<file path="src/hdl/bdt_pkg.sv">
`default_nettype none
package bdt_pkg;
  localparam int Entries = 8;
  localparam int IdxW = (Entries > 1) ? $clog2(Entries) : 1;
  localparam int CntW = $clog2(Entries + 1);
  localparam logic [7:0] NoEntry = 8'hFF;

  typedef enum logic [3:0] {
    OP_FIND = 4'd0, OP_ADD = 4'd1, OP_REMOVE = 4'd2, OP_CLEAR = 4'd3,
    OP_CONN = 4'd4, OP_SET_ACTIVE = 4'd5, OP_SWITCH = 4'd6, OP_STATE = 4'd7,
    OP_FIND_CONN = 4'd8
  } op_t;

  typedef enum logic [2:0] {
    ST_OK = 3'd0, ST_RANGE = 3'd1, ST_NOT_FOUND = 3'd2, ST_FULL = 3'd3,
    ST_NO_CONN = 3'd4
  } status_t;

  typedef enum logic [2:0] {
    EV_NONE = 3'd0, EV_ADDED = 3'd1, EV_REMOVED = 3'd2, EV_CONNECTED = 3'd3,
    EV_DISCONNECTED = 3'd4, EV_ACTIVE = 3'd5, EV_CLEARED = 3'd6
  } event_t;

  typedef struct packed {
    logic [3:0]  op;
    logic [47:0] mac_address;
    logic [7:0]  address_type;
    logic [3:0]  device_kind;
    logic [7:0]  device_index;
    logic [7:0]  connection_index;
  } cmd_t;

  typedef struct packed {
    logic [2:0] status;
    logic [7:0] result_index;
    logic [2:0] event_code;
    logic [7:0] event_index;
    logic [7:0] active_index;
    logic [6:0] linked_count;
    logic       entry_linked;
    logic       last_of_run;
  } rsp_t;
endpackage
`default_nettype wire

</file>
<file path="src/hdl/bdt_if.sv">
`default_nettype none
interface bdt_cmd_if import bdt_pkg::*; ();
  logic valid;
  logic ready;
  cmd_t data;
  modport source (output valid, output data, input ready);
  modport sink (input valid, input data, output ready);
endinterface

interface bdt_rsp_if import bdt_pkg::*; ();
  logic valid;
  logic ready;
  rsp_t data;
  modport source (output valid, output data, input ready);
  modport sink (input valid, input data, output ready);
endinterface
`default_nettype wire

</file>
<file path="src/hdl/bonded_device_table_core.sv">
// Bonded device table of Entries peers. One command is taken at a time; the
// sequencer walks the table one entry per cycle through a single shared
// address comparator to search it, executes the command, then walks it again
// to count linked entries. Every operation passes through the same states,
// S_SCAN, S_EXEC and S_SCAN2, before the first result item is offered. Up to
// two result items follow each command, the last flagged by last_of_run;
// ready stays low until the final item is taken.
`default_nettype none
module bonded_device_table_core import bdt_pkg::*; (
  input wire logic clk,
  input wire logic rst,
  bdt_cmd_if.sink  cmd,
  bdt_rsp_if.source rsp
);
  typedef enum logic [2:0] {S_IDLE, S_SCAN, S_SCAN2, S_EXEC, S_OUT1, S_OUT2} state_t;

  state_t state;
  cmd_t c;
  logic [IdxW:0] i;
  logic [Entries-1:0] valid;
  logic [7:0] link [Entries];
  logic [47:0] addr [Entries];
  logic [7:0] atype [Entries];
  logic [3:0] kind [Entries];
  logic [7:0] active;
  logic [7:0] hit, hitc, freei, first, nxt, low_other;
  logic seen;
  logic [CntW-1:0] nconn;
  logic [2:0] status;
  logic [7:0] result;
  logic [2:0] ev0, ev1;
  logic [7:0] ei0, ei1;
  logic two, isconn;

  logic [IdxW-1:0] ii;
  logic linked_i, match_i, in_range;
  logic [IdxW-1:0] di;

  assign ii = i[IdxW-1:0];
  assign di = c.device_index[IdxW-1:0];
  assign in_range = c.device_index < 8'(Entries);
  assign linked_i = valid[ii] && link[ii] != NoEntry;
  assign match_i = valid[ii] && addr[ii] == c.mac_address;

  assign cmd.ready = state == S_IDLE;
  assign rsp.valid = state == S_OUT1 || state == S_OUT2;

  always_comb begin
    rsp.data.status = status;
    rsp.data.result_index = result;
    rsp.data.active_index = active;
    rsp.data.linked_count = 7'(nconn);
    rsp.data.entry_linked = isconn;
    if (state == S_OUT2) begin
      rsp.data.event_code = ev1;
      rsp.data.event_index = ei1;
      rsp.data.last_of_run = 1'b1;
    end else begin
      rsp.data.event_code = ev0;
      rsp.data.event_index = ei0;
      rsp.data.last_of_run = !two;
    end
  end

  always_ff @(posedge clk) begin
    if (rst) begin
      state <= S_IDLE;
      valid <= '0;
      active <= NoEntry;
      for (int k = 0; k < Entries; k++) link[k] <= NoEntry;
    end else begin
      case (state)
        S_IDLE: if (cmd.valid) begin
          c <= cmd.data;
          i <= '0;
          hit <= NoEntry; hitc <= NoEntry; freei <= NoEntry;
          first <= NoEntry; nxt <= NoEntry; seen <= 1'b0; low_other <= NoEntry;
          state <= S_SCAN;
        end
        S_SCAN: begin
          if (i == (IdxW+1)'(Entries)) begin
            state <= S_EXEC;
          end else begin
            if (match_i && hit == NoEntry) hit <= 8'(ii);
            if (match_i && linked_i && hitc == NoEntry) hitc <= 8'(ii);
            if (!valid[ii] && freei == NoEntry) freei <= 8'(ii);
            if (linked_i) begin
              if (first == NoEntry) first <= 8'(ii);
              if (seen && nxt == NoEntry) nxt <= 8'(ii);
              if (8'(ii) == active) seen <= 1'b1;
              if (8'(ii) != c.device_index && low_other == NoEntry) low_other <= 8'(ii);
            end
            i <= i + 1'b1;
          end
        end
        S_EXEC: begin
          status <= ST_OK; result <= NoEntry; isconn <= 1'b0;
          ev0 <= EV_NONE; ei0 <= NoEntry; ev1 <= EV_NONE; ei1 <= NoEntry; two <= 1'b0;
          case (c.op)
            OP_FIND: begin
              result <= hit;
              if (hit == NoEntry) status <= ST_NOT_FOUND;
            end
            OP_ADD: begin
              if (hit != NoEntry) begin
                result <= hit;
                atype[hit[IdxW-1:0]] <= c.address_type;
                kind[hit[IdxW-1:0]] <= c.device_kind;
              end else if (freei == NoEntry) begin
                status <= ST_FULL;
              end else begin
                result <= freei;
                valid[freei[IdxW-1:0]] <= 1'b1;
                addr[freei[IdxW-1:0]] <= c.mac_address;
                link[freei[IdxW-1:0]] <= NoEntry;
                atype[freei[IdxW-1:0]] <= c.address_type;
                kind[freei[IdxW-1:0]] <= c.device_kind;
                ev0 <= EV_ADDED; ei0 <= freei;
              end
            end
            OP_REMOVE: begin
              if (!in_range) status <= ST_RANGE;
              else if (!valid[di]) status <= ST_NOT_FOUND;
              else begin
                valid[di] <= 1'b0;
                link[di] <= NoEntry;
                if (active == c.device_index) active <= NoEntry;
                ev0 <= EV_REMOVED; ei0 <= c.device_index;
              end
            end
            OP_CLEAR: begin
              valid <= '0;
              for (int k = 0; k < Entries; k++) link[k] <= NoEntry;
              active <= NoEntry;
              ev0 <= EV_CLEARED;
            end
            OP_CONN: begin
              if (!in_range) status <= ST_RANGE;
              else if (!valid[di]) status <= ST_NOT_FOUND;
              else begin
                link[di] <= c.connection_index;
                if (c.connection_index != NoEntry && link[di] == NoEntry) begin
                  ev0 <= EV_CONNECTED; ei0 <= c.device_index;
                end else if (c.connection_index == NoEntry && link[di] != NoEntry) begin
                  if (active == c.device_index) begin
                    active <= low_other;
                    if (low_other != NoEntry) begin
                      ev0 <= EV_ACTIVE; ei0 <= low_other;
                      ev1 <= EV_DISCONNECTED; ei1 <= c.device_index; two <= 1'b1;
                    end else begin
                      ev0 <= EV_DISCONNECTED; ei0 <= c.device_index;
                    end
                  end else begin
                    ev0 <= EV_DISCONNECTED; ei0 <= c.device_index;
                  end
                end
              end
            end
            OP_SET_ACTIVE: begin
              if (!in_range && c.device_index != NoEntry) status <= ST_RANGE;
              else if (c.device_index != NoEntry && !valid[di]) status <= ST_NOT_FOUND;
              else begin
                result <= c.device_index;
                if (active != c.device_index) begin
                  active <= c.device_index;
                  ev0 <= EV_ACTIVE; ei0 <= c.device_index;
                end
              end
            end
            OP_SWITCH: begin
              if (first == NoEntry) status <= ST_NO_CONN;
              else begin
                result <= (nxt == NoEntry) ? first : nxt;
                if (nxt != NoEntry || first != active) begin
                  active <= (nxt == NoEntry) ? first : nxt;
                  ev0 <= EV_ACTIVE; ei0 <= (nxt == NoEntry) ? first : nxt;
                end
              end
            end
            OP_STATE: begin
              if (!in_range) status <= ST_RANGE;
              else if (!valid[di]) status <= ST_NOT_FOUND;
              else isconn <= link[di] != NoEntry;
            end
            OP_FIND_CONN: begin
              if (c.mac_address != '0 && hitc != NoEntry) result <= hitc;
              else status <= ST_NOT_FOUND;
            end
            default: ;
          endcase
          i <= '0;
          nconn <= '0;
          state <= S_SCAN2;
        end
        S_SCAN2: begin
          if (i == (IdxW+1)'(Entries)) state <= S_OUT1;
          else begin
            if (linked_i) nconn <= nconn + 1'b1;
            i <= i + 1'b1;
          end
        end
        S_OUT1: if (rsp.ready) state <= two ? S_OUT2 : S_IDLE;
        S_OUT2: if (rsp.ready) state <= S_IDLE;
        default: state <= S_IDLE;
      endcase
    end
  end
endmodule
`default_nettype wire
</file>
<file path="src/flat_wrapper.sv">
// flat-port wrapper written by rule: the top's interface ports become plain ports
module bonded_device_table_core_flat import bdt_pkg::*;
  (clk, rst, cmd_valid, cmd_data, cmd_ready, rsp_valid, rsp_data, rsp_ready);
  bdt_cmd_if cmd_i ();
  bdt_rsp_if rsp_i ();
  input wire logic clk;
  input wire logic rst;
  input wire logic [$bits(cmd_i.valid)-1:0] cmd_valid;
  input wire logic [$bits(cmd_i.data)-1:0] cmd_data;
  output wire logic [$bits(cmd_i.ready)-1:0] cmd_ready;
  output wire logic [$bits(rsp_i.valid)-1:0] rsp_valid;
  output wire logic [$bits(rsp_i.data)-1:0] rsp_data;
  input wire logic [$bits(rsp_i.ready)-1:0] rsp_ready;
  assign cmd_i.valid = cmd_valid;
  assign cmd_i.data = cmd_data;
  assign cmd_ready = cmd_i.ready;
  assign rsp_valid = rsp_i.valid;
  assign rsp_data = rsp_i.data;
  assign rsp_i.ready = rsp_ready;
  bonded_device_table_core u_core (.clk(clk), .rst(rst), .cmd(cmd_i), .rsp(rsp_i));
endmodule
</file>
<file path="config.mk">
export PLATFORM = sky130hd
export DESIGN_NAME = bonded_device_table_core_flat
export DESIGN_NICKNAME = d
export VERILOG_FILES = /design/src/hdl/bdt_pkg.sv /design/src/hdl/bdt_if.sv /design/src/hdl/bonded_device_table_core.sv /design/src/flat_wrapper.sv
export SDC_FILE = /design/constraint.sdc
export NUM_CORES = 1
export LEC_CHECK = 0
export BUFFER_PORTS_ARGS = -buffer_cell sky130_fd_sc_hd__buf_2
export CAP_MARGIN = 25
export CELL_PAD_IN_SITES_DETAIL_PLACEMENT = 1
export CELL_PAD_IN_SITES_GLOBAL_PLACEMENT = 1
export CORE_ASPECT_RATIO = 1.25
export CORE_MARGIN = 3
export CORE_UTILIZATION = 40
export DETAILED_ROUTE_END_ITERATION = 6
export PLACE_DENSITY = 0.66
export SETUP_SLACK_MARGIN = 0.15
export SYNTH_ARGS = -nofsm -noshare
export SYNTH_HDL_FRONTEND = slang
export SYNTH_SLANG_ARGS = --single-unit
</file>
<file path="constraint.sdc">
create_clock -name clk -period 5.05 [get_ports clk]
set_clock_uncertainty 0.1 [all_clocks]
set_input_delay 0.505 -clock clk [delete_from_list [all_inputs] [get_ports clk]]
set_output_delay 0.505 -clock clk [all_outputs]
set_load 0.01 [all_outputs]
</file>
# Yosys cells after proc, flatten, opt, wreduce, memory -nomap -nowiden
# Memories as Yosys holds them, arrays and structs flattened. A register that Yosys moved wholly into a read port is not among the register bits.
# Cells that the tools add are included.
dict set report word_totals {
  ff_bits 179
  ramBits 448
  input_bits 84
  output_inout_bits 41
  elab_cells 331
  memories 2
}
dict set report classes {
  addsub 2
  magnitude_cmp 6
  eq_ne 68
  n_mux 160
  bitwise_logic 19
  n_reduce_logical 50
}
# memory depth word_bits rd rd_clocked_by_memory_dff wr line_no
set mem_list {}
lappend mem_list {u_core.addr 8 48 1 1 1 bonded_device_table_core.sv:22} ;# logic [47:0] addr [Entries];
lappend mem_list {u_core.link 8 8 2 2 8 bonded_device_table_core.sv:21} ;# logic [7:0] link [Entries];
# cell n
set op_table {}
lappend op_table {{two-way mux 8 bit} 65}
lappend op_table {{case mux 8 bit (5 select lines)} 3}
lappend op_table {{case mux 8 bit (2 select lines)} 6}
lappend op_table {{two-way mux 3 bit} 27}
lappend op_table {{equality test 8 bit (second input constant)} 8}
lappend op_table {{inequality test 8 bit (second input constant)} 8}
lappend op_table {{case mux 3 bit (6 select lines)} 3}
lappend op_table {{equality test 48 bit} 1}
lappend op_table {{nonzero test 48 bit} 1}
lappend op_table {{inequality test 2 x 1 -> 1 bit (second input constant)} 20}
lappend op_table {{two-way mux 1 bit} 37}
lappend op_table {{AND reduction 6 bit} 5}
lappend op_table {{inequality test 2 bit (second input constant)} 12}
lappend op_table {{case mux 8 bit (3 select lines)} 1}
lappend op_table {{AND reduction 5 bit} 4}
lappend op_table {{equality test 4 x 3 -> 1 bit (second input constant)} 4}
lappend op_table {{two-way mux 4 bit} 4}
lappend op_table {{inequality test 8 bit} 2}
lappend op_table {{OR reduction 8 bit} 2}
lappend op_table {{logical AND 1 bit} 15}
lappend op_table {{AND reduction 15 bit} 1}
lappend op_table {{less-than comparator 3 x 4 -> 1 bit (second input constant)} 3}
lappend op_table {{two-way mux 2 bit} 6}
lappend op_table {{case mux 4 bit (3 select lines)} 1}
lappend op_table {{other kinds (36)} 66}

# Longest topological paths before layout
dict set report depth {
  depth_word 11
  mapped_depth 12
  ltp_nobuf 10
}

# Worst setup path before layout
# Ideal clock, no wire load.
dict set report synth_path {
  kind {flip-flop to flip-flop}
  start {register u_core.c[79] (netlist bit)}
  end {memory u_core.addr[4][0] (enable)}
  setup_time_ns 0.513
  t_arrival_ns 4.951
  required_time_ns 4.437
  path_slack_ns -0.514
  stages_incl_launch_ff 7
  path_buffers 1
  synth_period_minus_slack_ns 5.564
  path_cell_list {edfxtp_1 -> clkbuf_1 -> nor3_1 -> nand2_1 -> nor4_1 -> nand2_1 -> nor3_1}
}
dict set report synth_between {
  elab_chain_len 5
}
# item line_no
set synth_rtl {}
lappend synth_rtl {{start, declared} bonded_device_table_core.sv:18} ;# cmd_t c;
lappend synth_rtl {{start signal, assigned} bonded_device_table_core.sv:74} ;# c <= cmd.data;
lappend synth_rtl {{equality test 4 x 1 -> 1 bit} bonded_device_table_core.sv:99} ;# case (c.op)
lappend synth_rtl {{two-way mux 1 bit (4 in a row)} n/a}
lappend synth_rtl {{end, declared} bonded_device_table_core.sv:22}
# No other way between the ends.

==> results.sh <==
export IMPL_status="finished, final reports clean"
export IMPL_crit_top_cell="nand4_1"
export IMPL_fin_crit_ps=4240
export IMPL_cpPeakStageDelay_ps=810
export IMPL_die_x_microns=229
export IMPL_detail_route_antenna_nets=0
export IMPL_dieArea_sq_um=65200
export IMPL_path_delay_family="simple AND/OR/NAND/NOR gates"
export IMPL_wl_per_cell_microns=24.2
export IMPL_synth_area_leaders="edfxtp_1, mux4_2, mux2i_1, nand2_1, dfxtp_1"
export IMPL_critPathSlowestCell="dfxtp_4"
export IMPL_path_depth=9
export IMPL_mostFrequentLayoutCell="edfxtp_1"
export IMPL_setup_viol=0
export IMPL_tritoncts="built"
export IMPL_gp_congestion=0.896
export IMPL_hold_slack_ps=47.3
export IMPL_ys_seq_area_share_pct=72.1
export IMPL_pin_count=125
export IMPL_cp_data_arrival_time_ps=4430
export IMPL_core_rowCount=101
export IMPL_drv_cap=0
export IMPL_max_freq_ghz=0.236
export IMPL_drive_above_1_share_pct=20.5
export IMPL_path_buf_inv=1
export IMPL_grt_max_degree=49
export IMPL_wl_mm=63.1
export IMPL_track_usage_pct=19.2
export IMPL_synth_cell_types=77
export IMPL_drtPass1Iterations=4
export IMPL_ff2ff_path_depth=9
export IMPL_area_delta_synth_final_pct=17.9
export IMPL_cts_htree_levels=2
export IMPL_critPathKind="reg -> reg"
export IMPL_max_slew_margin_pct=35.9
export IMPL_clockRootBuffer="clkbuf_16"
export IMPL_synth_seq_cells=606
export IMPL_cts_sinks=606
export IMPL_final_cell_mix="edfxtp_1, nand2_1, buf_2, mux2i_1, dlygate4sd3_1"
export IMPL_antenna_found_initial=0
export IMPL_start_util_pct=40.7
export IMPL_final_max_slew_viol_count=0
export IMPL_syn_inst=1511
export IMPL_io_buffer_count=109
export IMPL_path_clk_slew_ps=60
export IMPL_ys_warn_count=0
export IMPL_cp_required_ps=5240
export IMPL_synth_edf_count=581
export IMPL_nFillCells=5957
export IMPL_grt_first_pass_wirelength_mm=95.6
export IMPL_drt_iter0_markers=873
export IMPL_hp_class="in -> reg"
export IMPL_setup_tns_ps=0
export IMPL_leakagePower_nw=9.39
export IMPL_cts_inserted_buffers=61
export IMPL_dpl_hpwl_mm=39.7
export IMPL_tightestPinTransition_ps=954
export IMPL_drc=0
export IMPL_vias=14262
export IMPL_die_y_microns=285
export IMPL_syn_cell_area_sq_um=24900
export IMPL_worst_setup_path_start_kind="register"
export IMPL_yosysTopAreaCellShare_pct=70.1
export IMPL_final_nets=1821
export IMPL_synth_top_area_cell="edfxtp_1"
export IMPL_holdCritStartpoint="cmd_data[71]"
export IMPL_cp_max_fo=37
export IMPL_cp_end_kind="register"
export IMPL_rsz0062_at_grt="false"
export IMPL_grt_ovfl_total=0
export IMPL_ir_drop_mv=0.257
export IMPL_synth_main_ff_cell="edfxtp_1"
export IMPL_synthArstFlopShare_pct=0
export IMPL_core_region_area_sq_um=61200
export IMPL_vias_per_cell=5.47
export IMPL_diodes=0
export IMPL_hold_violations=0
export IMPL_grt_pass1_vias=15510
export IMPL_p_per_area_nw_per_um2=377
export IMPL_fin_crit_sh_pct=84.0
export IMPL_clockBufferDepth=3
export IMPL_min_path_cells=1
export IMPL_path_cells="buf_4 -> mux4_2 -> mux2i_1 -> xnor2_1 -> nor4_1 -> nand4_1 -> nor4_2 -> nand4_1 -> o21ai_1"
export IMPL_avgSynthCellArea_sq_um=16.5
export IMPL_clkLatencyLatePin_ps=640
layout make-up:
class	count	area (sq um)	share of cell area [%]
flip-flops and latches	606	18000	61.2
repair buffers	221	1680	5.72
clock buffers	70	1560	5.32
multi-input cells	821	6560	22.3
well taps	824	1030	3.51
clock inverters	43	464	1.58
inverters	23	87.6	0.299
routing by layer:
metal,global-route usage (%),up-vias,wire [microns]
met5,0,-,0
li1,-,6425,-
met2,35.4,294,33600
met1,23.6,7437,25800
met3,2.54,106,2040
met4,5.54,0,1690
per-stage QoR:
| step | utilization, % | setup slack (ps) | total power [W] | cell area, sq um | std cells |
|---|---|---|---|---|---|
| 4_1_cts | 48.0 | 686 | 0.0112 | 29300 | 2608 |
| 5_1_grt | 48.0 | 636 | 0.0115 | 29300 | 2608 |
| 3_3_place_gp | 43.6 | 813 | 0.00655 | 26600 | 2428 |
| 6_report | 48.0 | 807 | 0.0111 | 29300 | 2608 |
| 3_5_place_dp | 43.6 | 728 | 0.00657 | 26600 | 2428 |
| 2_1_floorplan | - | 769 | 0.00629 | 24900 | 1513 |
final timing paths:
check                                                    end  slack, ps
worst min-delay path                  u_core.c[71]$_DFFE_PP_         50
worst max-delay path                u_core.hitc[6]$_DFFE_PP_        810
worst max register to register      u_core.hitc[6]$_DFFE_PP_        810
worst min register to register  u_core.valid[4]$_SDFFE_PP0P_        410
flip-flops by register name, indices dropped and copies added (netlist names), 8 cells and up, named ones only:
register	count
u_core.c	68
u_core.link	64
u_core.result	8
u_core.valid	8
u_core.ei1	8
u_core.active	8
u_core.ei0	8
u_core.addr	384
synthesized netlist by cell type (16+ instances only):
| cell | instances |
|---|---|
| o21ai_0 | 42 |
| clkbuf_1 | 24 |
| mux2i_1 | 72 |
| xor2_1 | 26 |
| nand3_1 | 17 |
| a21oi_1 | 35 |
| nor2_1 | 66 |
| a31oi_1 | 20 |
| nor3_1 | 29 |
| buf_2 | 16 |
| dfxtp_1 | 25 |
| edfxtp_1 | 581 |
| mux4_2 | 58 |
| nand4_1 | 46 |
| inv_1 | 21 |
| xnor2_1 | 39 |
| mux2_2 | 30 |
| nor4_1 | 24 |
| nand2_1 | 139 |
kinds of logic (layout without fill, tap and decap cells):
kind of cell	Yosys count	count (layout)	share of synthesized area, %
flip-flops	606	606	72.1
AND/OR/NAND/NOR	396	396	8.13
AO/OA/AOI/OAI	182	182	4.74
multiplexers	172	172	10.7
buffers and inverters	86	357	1.81
XOR/XNOR	65	65	2.29
adder cells (fa/ha/maj)	3	3	0.151
other	1	3	0.0151
report_power, final:
group	internal [W]	total, W	leakage [nW]	switching, W
clock network	0.00263	0.00456	0.962	0.00193
logic	0.000378	0.000794	3.14	0.000416
registers	0.00556	0.00570	5.29	0.000147
timing repair:
item,in CTS,in global routing
hold buffers,67,0
resized for setup,0,0
hold endpoints to repair,67,0
setup buffers,0,0
Power figures use the tool's default switching activity.
